<file path="config.mk">
export PLATFORM = sky130hd
export DESIGN_NAME = rlc_ram
export DESIGN_NICKNAME = d
export VERILOG_FILES = /design/src/sv/rrip_level_list_cache_unit_macros.svh /design/src/sv/rlc_ram.sv
export SDC_FILE = /design/constraint.sdc
export NUM_CORES = 1
export LEC_CHECK = 0
export BUFFER_PORTS_ARGS = -buffer_cell sky130_fd_sc_hd__buf_2
export CAP_MARGIN = 20
export CORE_MARGIN = 2
export CORE_UTILIZATION = 35
export DETAILED_ROUTE_END_ITERATION = 8
export GPL_TIMING_DRIVEN = 0
export PLACE_DENSITY = 0.56
export SYNTH_ARGS = -nofsm -noshare
export SYNTH_HDL_FRONTEND = slang
export SYNTH_SLANG_ARGS = --single-unit
</file>
<file path="constraint.sdc">
create_clock -name i_clk -period 4.7 [get_ports i_clk]
set_input_delay 0.94 -clock i_clk [delete_from_list [all_inputs] [get_ports i_clk]]
set_output_delay 0.94 -clock i_clk [all_outputs]
set_load 0.005 [all_outputs]
</file>
<file path="src/sv/rrip_level_list_cache_unit_macros.svh">
// assertion macros for the rrip level list cache unit
`ifndef RRIP_LEVEL_LIST_CACHE_UNIT_MACROS_SVH
`define RRIP_LEVEL_LIST_CACHE_UNIT_MACROS_SVH
`ifndef SYNTHESIS
`define RLC_ASSERT_IMP(label, ante, cons) \
    label: assert property (@(posedge i_clk) disable iff (!i_rst_n) (ante) |-> (cons)) \
        else $error("rlc assertion failed");
`define RLC_ASSERT_NXT(label, ante, cons) \
    label: assert property (@(posedge i_clk) disable iff (!i_rst_n) (ante) |=> (cons)) \
        else $error("rlc assertion failed");
`else
`define RLC_ASSERT_IMP(label, ante, cons)
`define RLC_ASSERT_NXT(label, ante, cons)
`endif
`endif

</file>
<file path="src/sv/rlc_ram.sv">
// generic single write port ram with registered read
module rlc_ram #(
    parameter int WIDTH = 8,
    parameter int DEPTH = 16
) (
    input  logic                     i_clk,
    input  logic                     i_we,
    input  logic [$clog2(DEPTH)-1:0] i_waddr,
    input  logic [WIDTH-1:0]         i_wdata,
    input  logic [$clog2(DEPTH)-1:0] i_raddr,
    output logic [WIDTH-1:0]         o_rdata
);
    logic [WIDTH-1:0] r_mem [DEPTH];
    logic [WIDTH-1:0] r_rdata;

    always_ff @(posedge i_clk) begin
        if (i_we) begin
            r_mem[i_waddr] <= i_wdata;
        end
        r_rdata <= r_mem[i_raddr];
    end

    assign o_rdata = r_rdata;
endmodule

</file>
==> impl_metrics.toml <==
[timing]
fin_crit_ns = 2.30
drv_slew = 0
fin_setup_tns_ns = 0
fmax_mhz = 434
worst_pin_slew_ns = 0.903
hold_viol_final = 0
whs_ns = 0.672
finalSetupViolCount = 0
finalCritPeriodShare = 0.490
slew_headroom = 0.394
rsz0062_at_grt = "no"
fin_skew_ns = 0.00678

[power_and_ir_drop]
peakVddDrop_mv = 0.367
leakage_nw = 2.02
power_density_nw_per_um2 = 440

[clock_network]
worstSkewPairLatency_ns = 0.41
clk_path_buf_depth = 2
clk_pin_slew_ns = 0.05
htree_levels = 4
numCtsBuffers = 17
cts.sinks = 136
cts_hold_buf = 0
cts_tree = "built"
cts.repair.resized = 0
post-cts-setup-buffers = 0
clock-root-buffer = "clkbuf_16"

[floorplan]
coreArea_um2 = 14400
chipHeight_um = 125
boundaryPins = 26
rows = 44
start_util = 0.357
die-area_um2 = 15700
fp.dieW_um = 125

[global_routing]
grt_start_max_net_pins = 17
antenna_found_initial = 0
grt_pass1_vias = 2531
grt_pass1_wl_um = 15500
grt-ovfl-total = 0
gr-usage-all-layers = 0.141

[yosys]
syn_avg_cell_area_um2 = 22.5
seq_area_frac_synth = 0.778
ys_ff_latch = 136
synth.distinct_cells = 19
yosysWarnings = 0
syn_area_um2 = 5150
syn-num-nets = 247
synthCells = 229

[final_layout]
multi_input_area_um2 = 1060
nets = 294
diodes = 0
num-fill-cells = 1289
final-instance-count-excl-fill = 473
drive_gt1_frac = 0.284
regArea_um2 = 4000
area_growth_pct = 17.6

[detailed_routing]
first_pass_iters = 4
avgRoutedWirePerCell_um = 21.9
via_per_inst = 5.09
drc = 0
antenna_left = 0
drt_iter0_markers = 217
routed_wl_um = 10400
vias = 2406

[hold_path]
holdCritPathClass = "reg2reg"

[place]
place_congestion = 0.764
port-buffer-count = 24
post-place-cells = 441
hpwl_um = 6760

[worst_setup_path]
crit_required_ns = 4.82
cp_max_fo = 5
r2r_slack_ns = 3.19
crit_path_max_incr_delay_ns = 0.57
crit_arrival_ns = 2.42
crit_path_end_kind = "register"
crit_type = "in2reg"
critPathTopFamily = "simple AND/OR/NAND/NOR gates"
startpoint_type = "input port"
crit_buf_inv = 2
crit_chain = "buf_2, or3b_2, nor3_1, buf_4"
cpMaxStageDelayCell = "nor3_1"

[run_status]
status = "finished, final reports clean"

[job]
maxCapViolations = 0
-- tightest hold or removal path: stages (launching register included) --
cell      delay [ns]
edfxtp_1        0.31
mux4_2          0.22
a22oi_1         0.06
nand2_1         0.05
-- Yosys cell counts --
library cell	number	area share
mux4_2	18	0.079
nor3_1	4	0.0039
nor2b_1	1	0.0012
a22oi_1	16	0.023
buf_4	1	0.0015
nand3_1	1	0.00097
buf_6	3	0.0066
clkdlybuf4s25_2	3	0.0058
nand3b_1	2	0.0029
buf_2	3	0.0029
mux4_1	14	0.071
or3b_2	1	0.0017
nor2_1	13	0.0095
edfxtp_1	128	0.75
and2b_1	1	0.0015
and2_1	1	0.0012
dfxtp_1	8	0.031
nand2b_1	2	0.0024
nand2_1	9	0.0066
-- per-layer routing --
metal / GRT usage / vias to the layer above / wire (um)
met5: 0 / - / 0
met4: 0.0471 / 0 / 84
met3: 0.0458 / 9 / 647
met2: 0.218 / 78 / 4960
met1: 0.191 / 1252 / 4680
li1: - / 1067 / -
-- stage by stage --
step	util	worst slack, ns	power, mW	instance area [um^2]
6_report	0.420	2.40	2.66	6050
5_1_grt	0.420	2.35	2.75	6050
4_1_cts	0.420	2.42	2.69	6050
3_5_place_dp	0.383	1.98	1.52	5530
3_3_place_gp	0.381	1.67	1.52	5500
2_1_floorplan	-	2.27	1.46	5150
-- cells in the final DEF (no fill, tap or decap), drive strengths merged --
cell type        n
edfxtp         128
buf             35
mux4            32
clkbuf          28
a22oi           16
nor2            13
nand2            9
dfxtp            8
nor3             4
clkinv           4
clkdlybuf4s25    3
nand3b           2
nand2b           2
nor2b            1
and2             1
and2b            1
nand3            1
or3b             1
-- power by group --
group | internal (mW) | switching [mW] | total (mW)
sequential | 1.36 | 0.00588 | 1.36
clock | 0.726 | 0.440 | 1.17
combinational | 0.0542 | 0.0773 | 0.132
-- worst paths after layout --
kind,from,to,cells after the start
min reg2reg,r_mem[12][3],o_rdata[3],3
max,i_waddr[2],r_mem[0][5],4
max reg2reg,r_mem[1][1],o_rdata[1],3
min,r_mem[12][3],o_rdata[3],3
-- layout make-up --
class                      count  share of cell area
sequential                   136               0.662
multi-input combinational     83               0.175
clock buffer                  28              0.0837
tap                          184              0.0380
timing repair buffer          28              0.0244
buffer                        10              0.0143
clock inverter                 4             0.00331
-- kinds of logic (layout without fill, tap and decap cells) --
| logic type | count (synthesis) | count (layout) | synth area share |
|---|---|---|---|
| DFF | 136 | 136 | 0.778 |
| and+or+nand+nor | 35 | 35 | 0.0318 |
| muxes | 32 | 32 | 0.150 |
| AOI/OAI and AO/OA | 16 | 16 | 0.0233 |
| buffers and inverters | 10 | 70 | 0.0168 |
-- state kept, by name, summed over array words and instances, names as in the netlist --
signal / count
r_mem: 128
o_rdata: 8
(Power assumes the default switching activity.)
